===== src/rtl/mrpt_pkg.sv =====
// Shared types and constants for the Miller-Rabin prime test block.
// No dependencies; mrpt_front, mrpt_back and the top level import this package.
`default_nettype none

package mrpt_pkg;

    // Number of fixed witness bases and their storage widths
    localparam int BASE_COUNT = 7;
    localparam int BASE_W     = 5;
    localparam int IDX_W      = 3;

    // Classification that travels with each queued item
    typedef struct packed {
        logic trivial;   // verdict is already known, no base testing needed
        logic verdict;   // verdict for a trivial item
    } kind_t;

    // Witness base table: 2, 3, 5, 7, 11, 13, 17
    function automatic logic [BASE_W-1:0] base_of(input logic [IDX_W-1:0] idx);
        logic [BASE_W-1:0] b;
        case (idx)
            3'd0:    b = 5'd2;
            3'd1:    b = 5'd3;
            3'd2:    b = 5'd5;
            3'd3:    b = 5'd7;
            3'd4:    b = 5'd11;
            3'd5:    b = 5'd13;
            3'd6:    b = 5'd17;
            default: b = 5'd2;
        endcase
        return b;
    endfunction

endpackage

`default_nettype wire


===== src/rtl/mrpt_front.sv =====
// Front end: accepts a candidate, sorts out trivial cases and splits n-1
// into odd part and power of two, one bit per cycle. Depends on mrpt_pkg.
`default_nettype none

module mrpt_front #(
    parameter int WIDTH = 32,
    parameter int SW    = 5
) (
    input  wire                  aclk,
    input  wire                  aresetn,
    input  wire                  s_valid,
    output logic                 s_ready,
    input  wire  [WIDTH-1:0]     s_candidate,
    output logic                 push,
    input  wire                  full,
    output logic [WIDTH-1:0]     push_n,
    output logic [WIDTH-1:0]     push_d,
    output logic [SW-1:0]        push_s,
    output mrpt_pkg::kind_t      push_kind
);
    import mrpt_pkg::*;

    localparam logic [1:0] ST_IDLE  = 2'd0;
    localparam logic [1:0] ST_SHIFT = 2'd1;
    localparam logic [1:0] ST_PUSH  = 2'd2;

    logic [1:0]       state_reg;
    logic [WIDTH-1:0] n_reg;
    logic [WIDTH-1:0] d_reg;
    logic [SW-1:0]    s_reg;
    kind_t            kind_reg;
    kind_t            kind_next;

    assign s_ready   = (state_reg == ST_IDLE);
    assign push      = (state_reg == ST_PUSH) && !full;
    assign push_n    = n_reg;
    assign push_d    = d_reg;
    assign push_s    = s_reg;
    assign push_kind = kind_reg;

    // Classify the incoming candidate
    always_comb begin
        kind_next = '{trivial: 1'b0, verdict: 1'b0};
        if (s_candidate[WIDTH-1:1] == '0) begin
            kind_next = '{trivial: 1'b1, verdict: 1'b0};
        end else if (s_candidate == WIDTH'(2)) begin
            kind_next = '{trivial: 1'b1, verdict: 1'b1};
        end else if (!s_candidate[0]) begin
            kind_next = '{trivial: 1'b1, verdict: 1'b0};
        end
    end

    // Capture, strip factors of two, hand over to the queue
    always_ff @(posedge aclk) begin
        if (!aresetn) begin
            state_reg <= ST_IDLE;
        end else begin
            unique case (state_reg)
                ST_IDLE: begin
                    if (s_valid) begin
                        n_reg     <= s_candidate;
                        d_reg     <= s_candidate - WIDTH'(1);
                        s_reg     <= '0;
                        kind_reg  <= kind_next;
                        state_reg <= kind_next.trivial ? ST_PUSH : ST_SHIFT;
                    end
                end
                ST_SHIFT: begin
                    if (d_reg[0]) begin
                        state_reg <= ST_PUSH;
                    end else begin
                        d_reg <= d_reg >> 1;
                        s_reg <= s_reg + SW'(1);
                    end
                end
                ST_PUSH: begin
                    if (!full) begin
                        state_reg <= ST_IDLE;
                    end
                end
                default: state_reg <= ST_IDLE;
            endcase
        end
    end

endmodule

`default_nettype wire


===== src/rtl/mrpt_fifo.sv =====
// Two-entry queue between front end and back end.
// Depends on nothing but its data width parameter.
`default_nettype none

module mrpt_fifo #(
    parameter int DW = 8
) (
    input  wire           aclk,
    input  wire           aresetn,
    input  wire           push,
    input  wire  [DW-1:0] wdata,
    output logic          full,
    input  wire           pop,
    output logic [DW-1:0] rdata,
    output logic          empty
);
    logic [DW-1:0] mem_reg [2];
    logic          wr_ptr_reg;
    logic          rd_ptr_reg;
    logic [1:0]    count_reg;

    assign full  = (count_reg == 2'd2);
    assign empty = (count_reg == 2'd0);
    assign rdata = mem_reg[rd_ptr_reg];

    // Store on push
    always_ff @(posedge aclk) begin
        if (push) begin
            mem_reg[wr_ptr_reg] <= wdata;
        end
    end

    // Advance pointers and occupancy
    always_ff @(posedge aclk) begin
        if (!aresetn) begin
            wr_ptr_reg <= 1'b0;
            rd_ptr_reg <= 1'b0;
            count_reg  <= 2'd0;
        end else begin
            if (push) wr_ptr_reg <= ~wr_ptr_reg;
            if (pop)  rd_ptr_reg <= ~rd_ptr_reg;
            if (push && !pop)      count_reg <= count_reg + 2'd1;
            else if (pop && !push) count_reg <= count_reg - 2'd1;
        end
    end

endmodule

`default_nettype wire


===== src/rtl/mrpt_mulmod.sv =====
// Bit-serial modular multiplier: p = a * b mod m, one bit of b per cycle.
// Requires a < m. Depends on nothing but its width parameter.
`default_nettype none

module mrpt_mulmod #(
    parameter int WIDTH = 32
) (
    input  wire              aclk,
    input  wire              aresetn,
    input  wire              start,
    input  wire  [WIDTH-1:0] a,
    input  wire  [WIDTH-1:0] b,
    input  wire  [WIDTH-1:0] m,
    output logic             busy,
    output logic             done,
    output logic [WIDTH-1:0] p
);
    localparam int CW = $clog2(WIDTH + 1);

    logic [WIDTH-1:0] r_reg;
    logic [WIDTH-1:0] a_reg;
    logic [WIDTH-1:0] b_reg;
    logic [CW-1:0]    cnt_reg;
    logic             busy_reg;
    logic             done_reg;
    logic [WIDTH+1:0] t;
    logic [WIDTH+1:0] m1;
    logic [WIDTH+1:0] m2;
    logic [WIDTH+1:0] r_next;

    assign busy = busy_reg;
    assign done = done_reg;
    assign p    = r_reg;

    // Double, add the multiplicand, fold back below m
    always_comb begin
        m1 = {2'b00, m};
        m2 = {1'b0, m, 1'b0};
        t  = {1'b0, r_reg, 1'b0} + (b_reg[WIDTH-1] ? {2'b00, a_reg} : '0);
        if (t >= m2)      r_next = t - m2;
        else if (t >= m1) r_next = t - m1;
        else              r_next = t;
    end

    always_ff @(posedge aclk) begin
        if (!aresetn) begin
            busy_reg <= 1'b0;
            done_reg <= 1'b0;
        end else begin
            done_reg <= 1'b0;
            if (start) begin
                r_reg    <= '0;
                a_reg    <= a;
                b_reg    <= b;
                cnt_reg  <= CW'(WIDTH);
                busy_reg <= 1'b1;
            end else if (busy_reg) begin
                r_reg   <= r_next[WIDTH-1:0];
                b_reg   <= b_reg << 1;
                cnt_reg <= cnt_reg - CW'(1);
                if (cnt_reg == CW'(1)) begin
                    busy_reg <= 1'b0;
                    done_reg <= 1'b1;
                end
            end
        end
    end

endmodule

`default_nettype wire


===== src/rtl/mrpt_back.sv =====
// Back end: runs the witness rounds for one queued item on the single
// modular multiplier and holds the verdict register. Depends on mrpt_pkg.
`default_nettype none

module mrpt_back #(
    parameter int WIDTH     = 32,
    parameter int SW        = 5,
    parameter int NUM_BASES = 7
) (
    input  wire                  aclk,
    input  wire                  aresetn,
    output logic                 pop,
    input  wire                  empty,
    input  wire  [WIDTH-1:0]     q_n,
    input  wire  [WIDTH-1:0]     q_d,
    input  wire  [SW-1:0]        q_s,
    input  mrpt_pkg::kind_t      q_kind,
    output logic                 mm_start,
    output logic [WIDTH-1:0]     mm_a,
    output logic [WIDTH-1:0]     mm_b,
    output logic [WIDTH-1:0]     mm_m,
    input  wire                  mm_done,
    input  wire  [WIDTH-1:0]     mm_p,
    output logic                 m_valid,
    input  wire                  m_ready,
    output logic                 m_is_prime
);
    import mrpt_pkg::*;

    localparam int BW = $clog2(WIDTH);

    localparam logic [2:0] ST_IDLE    = 3'd0;
    localparam logic [2:0] ST_BASE    = 3'd1;
    localparam logic [2:0] ST_EXP_SQ  = 3'd2;
    localparam logic [2:0] ST_EXP_MUL = 3'd3;
    localparam logic [2:0] ST_SQ_CHK  = 3'd4;
    localparam logic [2:0] ST_SQ_WAIT = 3'd5;
    localparam logic [2:0] ST_DONE    = 3'd6;

    logic [2:0]       state_reg;
    logic [WIDTH-1:0] n_reg;
    logic [WIDTH-1:0] d_reg;
    logic [SW-1:0]    s_reg;
    logic [SW-1:0]    j_reg;
    logic [BW-1:0]    bit_reg;
    logic [IDX_W-1:0] idx_reg;
    logic [WIDTH-1:0] x_reg;
    logic             verdict_reg;
    logic             start_reg;
    logic [WIDTH-1:0] a_reg;
    logic [WIDTH-1:0] b_reg;
    logic             m_valid_reg;
    logic             m_is_prime_reg;
    logic [WIDTH-1:0] base_w;
    logic [WIDTH-1:0] one_w;

    assign pop        = (state_reg == ST_IDLE) && !empty;
    assign mm_start   = start_reg;
    assign mm_a       = a_reg;
    assign mm_b       = b_reg;
    assign mm_m       = n_reg;
    assign m_valid    = m_valid_reg;
    assign m_is_prime = m_is_prime_reg;
    assign base_w     = WIDTH'(base_of(idx_reg));
    assign one_w      = WIDTH'(1);

    // Sequence: x = base^d by square-and-multiply, then s squarings
    always_ff @(posedge aclk) begin
        if (!aresetn) begin
            state_reg   <= ST_IDLE;
            start_reg   <= 1'b0;
            m_valid_reg <= 1'b0;
        end else begin
            start_reg <= 1'b0;
            // Drop the output once taken, unless a new verdict replaces it
            if (m_valid_reg && m_ready && state_reg != ST_DONE) begin
                m_valid_reg <= 1'b0;
            end
            unique case (state_reg)
                ST_IDLE: begin
                    if (!empty) begin
                        n_reg       <= q_n;
                        d_reg       <= q_d;
                        s_reg       <= q_s;
                        idx_reg     <= '0;
                        verdict_reg <= q_kind.verdict;
                        state_reg   <= q_kind.trivial ? ST_DONE : ST_BASE;
                    end
                end
                ST_BASE: begin
                    if (idx_reg == IDX_W'(NUM_BASES) || n_reg == base_w) begin
                        verdict_reg <= 1'b1;
                        state_reg   <= ST_DONE;
                    end else begin
                        x_reg     <= one_w;
                        bit_reg   <= BW'(WIDTH - 1);
                        start_reg <= 1'b1;
                        a_reg     <= one_w;
                        b_reg     <= one_w;
                        state_reg <= ST_EXP_SQ;
                    end
                end
                ST_EXP_SQ: begin
                    if (mm_done) begin
                        x_reg <= mm_p;
                        if (d_reg[bit_reg]) begin
                            start_reg <= 1'b1;
                            a_reg     <= mm_p;
                            b_reg     <= base_w;
                            state_reg <= ST_EXP_MUL;
                        end else if (bit_reg == '0) begin
                            j_reg     <= '0;
                            state_reg <= ST_SQ_CHK;
                        end else begin
                            bit_reg   <= bit_reg - BW'(1);
                            start_reg <= 1'b1;
                            a_reg     <= mm_p;
                            b_reg     <= mm_p;
                        end
                    end
                end
                ST_EXP_MUL: begin
                    if (mm_done) begin
                        x_reg <= mm_p;
                        if (bit_reg == '0) begin
                            j_reg     <= '0;
                            state_reg <= ST_SQ_CHK;
                        end else begin
                            bit_reg   <= bit_reg - BW'(1);
                            start_reg <= 1'b1;
                            a_reg     <= mm_p;
                            b_reg     <= mm_p;
                            state_reg <= ST_EXP_SQ;
                        end
                    end
                end
                ST_SQ_CHK: begin
                    if (j_reg == s_reg) begin
                        if (x_reg != one_w) begin
                            verdict_reg <= 1'b0;
                            state_reg   <= ST_DONE;
                        end else begin
                            idx_reg   <= idx_reg + IDX_W'(1);
                            state_reg <= ST_BASE;
                        end
                    end else begin
                        start_reg <= 1'b1;
                        a_reg     <= x_reg;
                        b_reg     <= x_reg;
                        state_reg <= ST_SQ_WAIT;
                    end
                end
                ST_SQ_WAIT: begin
                    if (mm_done) begin
                        // Nontrivial square root of one marks a composite
                        if (mm_p == one_w && x_reg != one_w &&
                            x_reg != n_reg - one_w) begin
                            verdict_reg <= 1'b0;
                            state_reg   <= ST_DONE;
                        end else begin
                            x_reg     <= mm_p;
                            j_reg     <= j_reg + SW'(1);
                            state_reg <= ST_SQ_CHK;
                        end
                    end
                end
                ST_DONE: begin
                    if (!m_valid_reg || m_ready) begin
                        m_valid_reg    <= 1'b1;
                        m_is_prime_reg <= verdict_reg;
                        state_reg      <= ST_IDLE;
                    end
                end
                default: state_reg <= ST_IDLE;
            endcase
        end
    end

endmodule

`default_nettype wire


===== src/rtl/miller_rabin_prime_test_top.sv =====
// Miller-Rabin prime test, deterministic with witness bases 2 through 17.
// Channels: s_valid/s_ready/s_candidate in, m_valid/m_ready/m_is_prime out;
// one verdict for every candidate, in order of arrival.
// The front end takes a candidate when idle, flags 0, 1, 2 and even values
// at once and strips factors of two from n-1 at one bit per cycle, then
// passes the item through a two-entry queue to the back end.
// The back end runs each base on one bit-serial modular multiplier. A base
// costs at most WIDTH + s squarings plus one product per set bit of the
// odd part d; trivial candidates skip the multiplier.
// The front end can take and prepare the next candidate while the back end
// still works, so throughput is set by the back end's multiplier.
// The verdict sits in an output register; when the receiver stalls, the
// back end holds its next verdict and the queue and front end fill up.
// Reset (aresetn low, synchronous) empties the queue and drops any item.
// Depends on mrpt_pkg, mrpt_front, mrpt_fifo, mrpt_mulmod and mrpt_back.
`default_nettype none

module miller_rabin_prime_test_top #(
    parameter int WIDTH     = 32,
    parameter int NUM_BASES = 7
) (
    input  wire              aclk,
    input  wire              aresetn,
    input  wire              s_valid,
    output logic             s_ready,
    input  wire  [WIDTH-1:0] s_candidate,
    output logic             m_valid,
    input  wire              m_ready,
    output logic             m_is_prime
);
    import mrpt_pkg::*;

    localparam int SW = $clog2(WIDTH);
    localparam int DW = 2 * WIDTH + SW + $bits(kind_t);

    logic             push;
    logic             full;
    logic [WIDTH-1:0] push_n;
    logic [WIDTH-1:0] push_d;
    logic [SW-1:0]    push_s;
    kind_t            push_kind;
    logic             pop;
    logic             empty;
    logic [DW-1:0]    q_rdata;
    logic [WIDTH-1:0] q_n;
    logic [WIDTH-1:0] q_d;
    logic [SW-1:0]    q_s;
    kind_t            q_kind;
    logic             mm_start;
    logic [WIDTH-1:0] mm_a;
    logic [WIDTH-1:0] mm_b;
    logic [WIDTH-1:0] mm_m;
    logic             mm_busy;
    logic             mm_done;
    logic [WIDTH-1:0] mm_p;

    assign {q_kind, q_s, q_d, q_n} = q_rdata;

    mrpt_front #(.WIDTH(WIDTH), .SW(SW)) u_front (
        .aclk        (aclk),
        .aresetn     (aresetn),
        .s_valid     (s_valid),
        .s_ready     (s_ready),
        .s_candidate (s_candidate),
        .push        (push),
        .full        (full),
        .push_n      (push_n),
        .push_d      (push_d),
        .push_s      (push_s),
        .push_kind   (push_kind)
    );

    mrpt_fifo #(.DW(DW)) u_fifo (
        .aclk    (aclk),
        .aresetn (aresetn),
        .push    (push),
        .wdata   ({push_kind, push_s, push_d, push_n}),
        .full    (full),
        .pop     (pop),
        .rdata   (q_rdata),
        .empty   (empty)
    );

    mrpt_mulmod #(.WIDTH(WIDTH)) u_mulmod (
        .aclk    (aclk),
        .aresetn (aresetn),
        .start   (mm_start),
        .a       (mm_a),
        .b       (mm_b),
        .m       (mm_m),
        .busy    (mm_busy),
        .done    (mm_done),
        .p       (mm_p)
    );

    mrpt_back #(.WIDTH(WIDTH), .SW(SW), .NUM_BASES(NUM_BASES)) u_back (
        .aclk       (aclk),
        .aresetn    (aresetn),
        .pop        (pop),
        .empty      (empty),
        .q_n        (q_n),
        .q_d        (q_d),
        .q_s        (q_s),
        .q_kind     (q_kind),
        .mm_start   (mm_start),
        .mm_a       (mm_a),
        .mm_b       (mm_b),
        .mm_m       (mm_m),
        .mm_done    (mm_done),
        .mm_p       (mm_p),
        .m_valid    (m_valid),
        .m_ready    (m_ready),
        .m_is_prime (m_is_prime)
    );

    // Queue never overflows or underflows
    a_no_overflow: assert property (@(posedge aclk) disable iff (!aresetn)
        push |-> !full)
        else $error("push into full queue");

    a_no_underflow: assert property (@(posedge aclk) disable iff (!aresetn)
        pop |-> !empty)
        else $error("pop from empty queue");

    // Multiplier is only started when free, and finishes before restart
    a_mm_free: assert property (@(posedge aclk) disable iff (!aresetn)
        mm_start |-> !mm_busy && !mm_done)
        else $error("multiplier started while busy");

    a_mm_done: assert property (@(posedge aclk) disable iff (!aresetn)
        mm_done |-> $past(mm_busy))
        else $error("multiplier done without running");

endmodule

`default_nettype wire

===== config.mk =====
export PLATFORM = sky130hd
export DESIGN_NAME = miller_rabin_prime_test_top
export DESIGN_NICKNAME = d
export VERILOG_FILES = /design/src/rtl/mrpt_pkg.sv /design/src/rtl/mrpt_front.sv /design/src/rtl/mrpt_fifo.sv /design/src/rtl/mrpt_mulmod.sv /design/src/rtl/mrpt_back.sv /design/src/rtl/miller_rabin_prime_test_top.sv
export SDC_FILE = /design/constraint.sdc
export NUM_CORES = 1
export LEC_CHECK = 0
export ABC_AREA = 1
export BUFFER_PORTS_ARGS = -buffer_cell sky130_fd_sc_hd__buf_2
export CAP_MARGIN = 15
export CORE_MARGIN = 10
export CORE_UTILIZATION = 55
export CTS_CLUSTER_DIAMETER = 150
export CTS_CLUSTER_SIZE = 28
export DETAILED_ROUTE_END_ITERATION = 7
export PLACE_DENSITY_LB_ADDON = 0.2
export SYNTH_ARGS = -nofsm -noshare
export SYNTH_HDL_FRONTEND = slang
export SYNTH_SLANG_ARGS = --single-unit

===== constraint.sdc =====
create_clock -name aclk -period 12.7 [get_ports aclk]
set_clock_uncertainty 0.15 [all_clocks]
set_input_delay 1.905 -clock aclk [delete_from_list [all_inputs] [get_ports aclk]]
set_output_delay 1.905 -clock aclk [all_outputs]
set_load 0.005 [all_outputs]

==> reports/qor.yml, run 1 <==
crit_family: "compound AO/OA/AOI/OAI gates"
fin_nets: 3304
post_cts_buffers: 0
synthTopCellsByArea: "edfxtp_1 52%, nand2_1 11%, ha_1 4.8%, inv_1 4.4%, nor2_1 4.3%"
worst-path-buf-inv: 5
drt_pass1_iterations: 8
routedWlPerCell_um: 21.5
hold_viol: 0
internal_power_mw: 4.13
place_congestion: 1.04
fin_total_pwr_mw: 7.90
finalSetupTns_ns: 0
multi_input_area_mm2: 0.0118
worst-path-max-fanout: 49
ir_drop_mv: 0.181
dp_hpwl_mm: 62.8
synth_commonest_cells: "844 x nand2_1, 495 x edfxtp_1, 332 x inv_1, 331 x nor2_1, 227 x o21ai_0"
powerDensity_mw_per_mm2: 262
worstPathArrival_ns: 6.02
synth_warnings: 0
synth_seq_cells: 509
postSynthCellCount: 3157
die_h_um: 248
overflow: 0
drt-initial-drc-count: 2116
grt_pass1_vias: 22000
dr_total_vias: 22500
num_rows: 83
route.detailed.drc: 2
violations: "design-rule violations"
drive_gt1_share_pct: 4.79
yosysSeqAreaShare_pct: 53.0
rsz0062_at_grt: "no"
p_seq_share_pct: 33.6
fin_util_pct: 58.6
synthesis.nets: 3305
largest_reg_flops: 142
syn_area_mm2: 0.0286
cts_tree: "done"
fin_crit_sh_pct: 45.7
cp.required_ns: 12.91
critPathKind: "reg2reg"
vias_per_cell: 5.85
synth-edff-count: 495
antenna_found_initial: 0
synth_ff_type: "edfxtp_1"
combPwrFrac_pct: 55.6
grt_first_pass_wirelength_mm: 127
syn_avg_cell_area_um2: 9.05
fmax_mhz: 172
cts_resized: 0
post-synth-top-count-cell: "nand2_1"
cts_max_path_buffers: 3
ys_async_sr_fraction_pct: 0
p_sw_mw: 3.77
grt_usage_pct: 26.8
cts_root_buf: "clkbuf_16"
seq_area_mm2: 0.0151
nFillCells: 4539
clk_latency_ns: 0.61
hold_buffers: 0
clock_power_share_pct: 10.9
maxCapViolCount: 0
die_area_mm2: 0.0615
cts.htree.levels: 1
setup_viol: 0
outcome: "finished with violations"
worst_slew_pin_slew_ns: 1.11
die_x_um: 248
leakage_nw: 12.4
slew_headroom_pct: 25.8
synth_top_area_share_pct: 52.0
fin_area_mm2: 0.0301
pin_count: 39
p_sw_share_pct: 47.7
cp_common_cell: "nand2_1"
start_util_pct: 55.6
core-area_mm2: 0.0514
cts.clk_slew.worst_paths_ns: 0.12
numPortBuffers: 38
antenna_left: 0
synth_cell_type_count: 67
cp_slowest_cell: "inv_2"
startpoint_type: "flop"
syn_to_final_growth_pct: 5.46
hold_class: "reg2reg"
maxSlewViolCount: 0
cts_buffers: 22
period_minus_slack_ns: 5.81
cp-end-kind: "flop"
grt_max_degree: 97
cts_sinks: 509
wl_mm: 82.7
placed_area_mm2: 0.0294
critPathMaxStageDelay_ns: 0.60
yosys.area.top_type: "edfxtp_1"
-- power by group through the flow --
| stage | Combinational [mW] | Sequential, mW | Clock (mW) |
|---|---|---|---|
| finish | 4.39 | 2.65 | 0.860 |
| global route | 4.84 | 2.67 | 0.927 |
| CTS | 4.33 | 2.64 | 0.871 |
| detailed placement | 4.31 | 2.68 | 0 |
| global placement | 4.26 | 2.67 | 0 |
| floorplan | 3.13 | 2.57 | 0 |
-- cells in the final DEF, fill, tap and decap left out, types with 11 or more instances in the layout --
cell type	synthesis	layout
nand4_1	35	35
o221ai_1	36	36
buf_4	2	18
edfxtp_1	495	495
nor2_1	331	325
o21ai_1	21	21
a21o_1	21	21
o22ai_1	11	11
xnor2_1	41	41
dfxtp_1	14	12
clkbuf_16	0	22
nand2_2	15	16
clkbuf_1	58	16
ha_1	109	109
nand2_1	844	843
nand3_1	92	92
nor4_1	23	23
o21bai_1	12	12
xor2_1	102	102
a21oi_1	159	158
buf_2	11	38
a22o_1	15	15
o21ai_0	227	227
inv_1	332	330
nor3_1	34	34
a31oi_1	11	11
-- cell type report --
| class | instances | area share [%] |
|---|---|---|
| clock buffer | 38 | 2.03 |
| inverter | 341 | 4.25 |
| antenna | 1 | 0.00830 |
| tap | 680 | 2.82 |
| multi-input combinational | 2224 | 39.3 |
| clock inverter | 2 | 0.199 |
| sequential | 509 | 50.3 |
| timing repair buffer | 58 | 1.16 |
-- layer usage --
| metal | routed length, um | GRT usage, % |
|---|---|---|
| met1 | 33200 | 32.6 |
| met2 | 41400 | 47.0 |
| met3 | 4390 | 3.39 |
| met4 | 3680 | 11.6 |
| met5 | 0 | 0 |
-- logic make-up (layout without fill, tap and decap cells) --
logic type / count (synthesis) / after routing / share of synthesized area (%)
and+or+nand+nor: 1411 / 1411 / 20.3
DFF: 509 / 509 / 53.0
other: 0 / 1 / 0
AOI/OAI and AO/OA: 556 / 556 / 11.4
xor gates and xnor gates: 144 / 144 / 4.46
buffers and inverters: 424 / 439 / 5.81
adders and majority gates: 112 / 112 / 4.98
muxes: 1 / 1 / 0.0350
-- path summary, 6_finish.rpt --
check                          start           endpoint  slack (ns)  depth (start not counted)
setup / recovery  u_mulmod.b_reg[31]     u_mulmod.p[13]        6.89                         28
hold / removal    u_back.verdict_reg  u_back.m_is_prime        0.29                          0
setup reg to reg  u_mulmod.b_reg[31]     u_mulmod.p[13]        6.89                         28
hold reg to reg   u_back.verdict_reg  u_back.m_is_prime        0.29                          0
-- per-stage QoR --
step / hold WS (ns) / instances / setup WS (ns)
global route: 0.305 / 3852 / 6.34
floorplan: 0.250 / 3157 / 4.91
global placement: 0.254 / 3810 / 6.79
detailed placement: 0.264 / 3810 / 6.73
CTS: 0.289 / 3850 / 6.72
finish: 0.291 / 3853 / 6.89
-- worst register-to-register path, delay by kind of cell (launching register included) --
kind / cells / cell delay [ns]
AOI/OAI and AO/OA: 8 / 1.58
buffers and inverters: 5 / 1.08
and+or+nand+nor: 11 / 1.14
DFF: 1 / 0.34
adders and majority gates: 3 / 0.89
xor gates and xnor gates: 1 / 0.39
Power figures use the tool's default switching activity.
==> run 2, diff against run 1 <==
==> constraint.sdc (replaced) <==
create_clock -name aclk -period 5.3 [get_ports aclk]
set_clock_uncertainty 0.15 [all_clocks]
set_input_delay 0.795 -clock aclk [delete_from_list [all_inputs] [get_ports aclk]]
set_output_delay 0.795 -clock aclk [all_outputs]
set_load 0.005 [all_outputs]
==> run 2 against run 1 <==
Against the previous run: the run now ends clean; register-to-register slack lost 6.6 ns; critical endpoint is now u_mulmod.p[7]; global-route usage grew 0.76 points; sequential power grew 140%; critical path depth shrank 3.
==> reports/qor.yml, run 2 (synthesis gave the netlist of run 1 again) <==
finalSetupTns_ns: 0
final_cell_mix: "841 x nand2_1, 495 x edfxtp_1, 330 x inv_1, 325 x nor2_1, 226 x o21ai_0"
place_congestion: 1.02
cts.htree.levels: 1
grt_first_pass_wirelength_mm: 129
final_cells: 3873
fin_util_pct: 59.2
antennaDiodeCount: 0
p_sw_share_pct: 47.8
cts_sinks: 509
place_inst: 3837
reg2reg_depth: 25
leakage_nw: 12.5
worst-path-buf-inv: 4
p_seq_share_pct: 32.7
outcome: "finished, final reports clean"
drt_pass1_iterations: 5
period_minus_slack_ns: 5.02
drt-initial-drc-count: 1795
wl_mm: 85.5
die_h_um: 248
hold_depth: 0
powerDensity_mw_per_mm2: 638
rsz0062_at_grt: "yes"
startpoint_type: "flop"
overflow: 0
grt_usage_pct: 27.5
worst-path-max-fanout: 27
internal_power_mw: 10.1
dr_total_vias: 22800
worstSetupPathDepth: 25
largest_reg_flops: 142
clock_power_share_pct: 10.4
setup_viol: 0
grt_max_degree: 72
crit_family: "compound AO/OA/AOI/OAI gates"
fin_total_pwr_mw: 19.4
cts_tree: "done"
antenna_left: 0
num_rows: 83
drive_gt1_share_pct: 6.33
cts.clk_slew.worst_paths_ns: 0.13
cts_max_path_buffers: 3
syn_to_final_growth_pct: 6.51
worstPathArrival_ns: 5.26
vias_per_cell: 5.88
grt_pass1_vias: 22100
holdWs_ns: 0.293
cts_buffers: 22
routedWlPerCell_um: 22.1
fin_nets: 3330
dp_hpwl_mm: 65.5
die_area_mm2: 0.0615
hold_class: "reg2reg"
fin_crit_sh_pct: 94.6
combPwrFrac_pct: 56.9
route.detailed.drc: 0
clk_latency_ns: 0.60
slew_headroom_pct: 27.8
cp.required_ns: 5.54
fmax_mhz: 199
critPathKind: "reg2reg"
start_util_pct: 55.6
cts_root_buf: "clkbuf_16"
maxSlewViolCount: 0
core-area_mm2: 0.0514
ir_drop_mv: 0.353
numPortBuffers: 38
cp_common_cell: "nand2_1"
antenna_found_initial: 0
pin_count: 39
cp-end-kind: "flop"
cp_slowest_cell: "edfxtp_1"
critPathMaxStageDelay_ns: 0.52
p_sw_mw: 9.28
worst_slew_pin_slew_ns: 1.08
die_x_um: 248
final_common_cell: "nand2_1"
hold_viol: 0
maxCapViolCount: 0
[run 2: cell count changes in the layout (fill, tap and decap cells not counted), moves of 4 or more]
cell / previous run / this run
ha_1: 109 / 104
a21oi_1: 158 / 154
ha_2: 0 / 5
xor2_1: 102 / 98
buf_4: 18 / 43
a21oi_2: 3 / 7
clkbuf_1: 16 / 10
xor2_2: 0 / 4
[run 2: worst paths after layout]
kind                                         start           endpoint  slack, ns
worst max-delay path            u_mulmod.b_reg[31]      u_mulmod.p[7]       0.28
worst min-delay path            u_back.verdict_reg  u_back.m_is_prime       0.29
worst max register to register  u_mulmod.b_reg[31]      u_mulmod.p[7]       0.28
worst min register to register  u_back.verdict_reg  u_back.m_is_prime       0.29
[run 2: final cells by class]
class	count	area, um2
clock buffers	32	588
clock inverters	3	50.0
fillers	4534	21000
inverters	341	1280
multi-input cells	2224	12000
flip-flops and latches	509	15100
well taps	680	851
repair buffers	84	573
[run 2: layer usage]
layer / vias to the layer above / part of all wire (%) / global-route usage, %
met3: 223 / 5.6 / 3.18
met2: 829 / 50 / 47.9
met5: - / 0 / 0
met1: 11000 / 40 / 33.8
li1: 10700 / - / -
met4: 0 / 5.0 / 12.9
[run 2: through the flow]
step | area (um2) | worst slack (ns)
finish | 30400 | 0.285
global route | 30400 | -0.00506
CTS | 30300 | 0.170
detailed placement | 29700 | 0.230
global placement | 29700 | 0.137
floorplan | 28600 | 0.593
[run 2: power by group through the flow]
stage	logic (mW)	registers, mW	clock network, mW
floorplan	7.51	6.15	0
global placement	10.7	6.40	0
detailed placement	10.8	6.43	0
CTS	10.8	6.33	2.05
global route	12.2	6.39	2.20
finish	11.1	6.35	2.02
[run 2: what timing repair did]
action,CTS,global route
hold buffers,0,0
buffers inserted,0,1
resized for setup,0,28
endpoints found under the setup margin,0,32
hold endpoints to repair,0,0
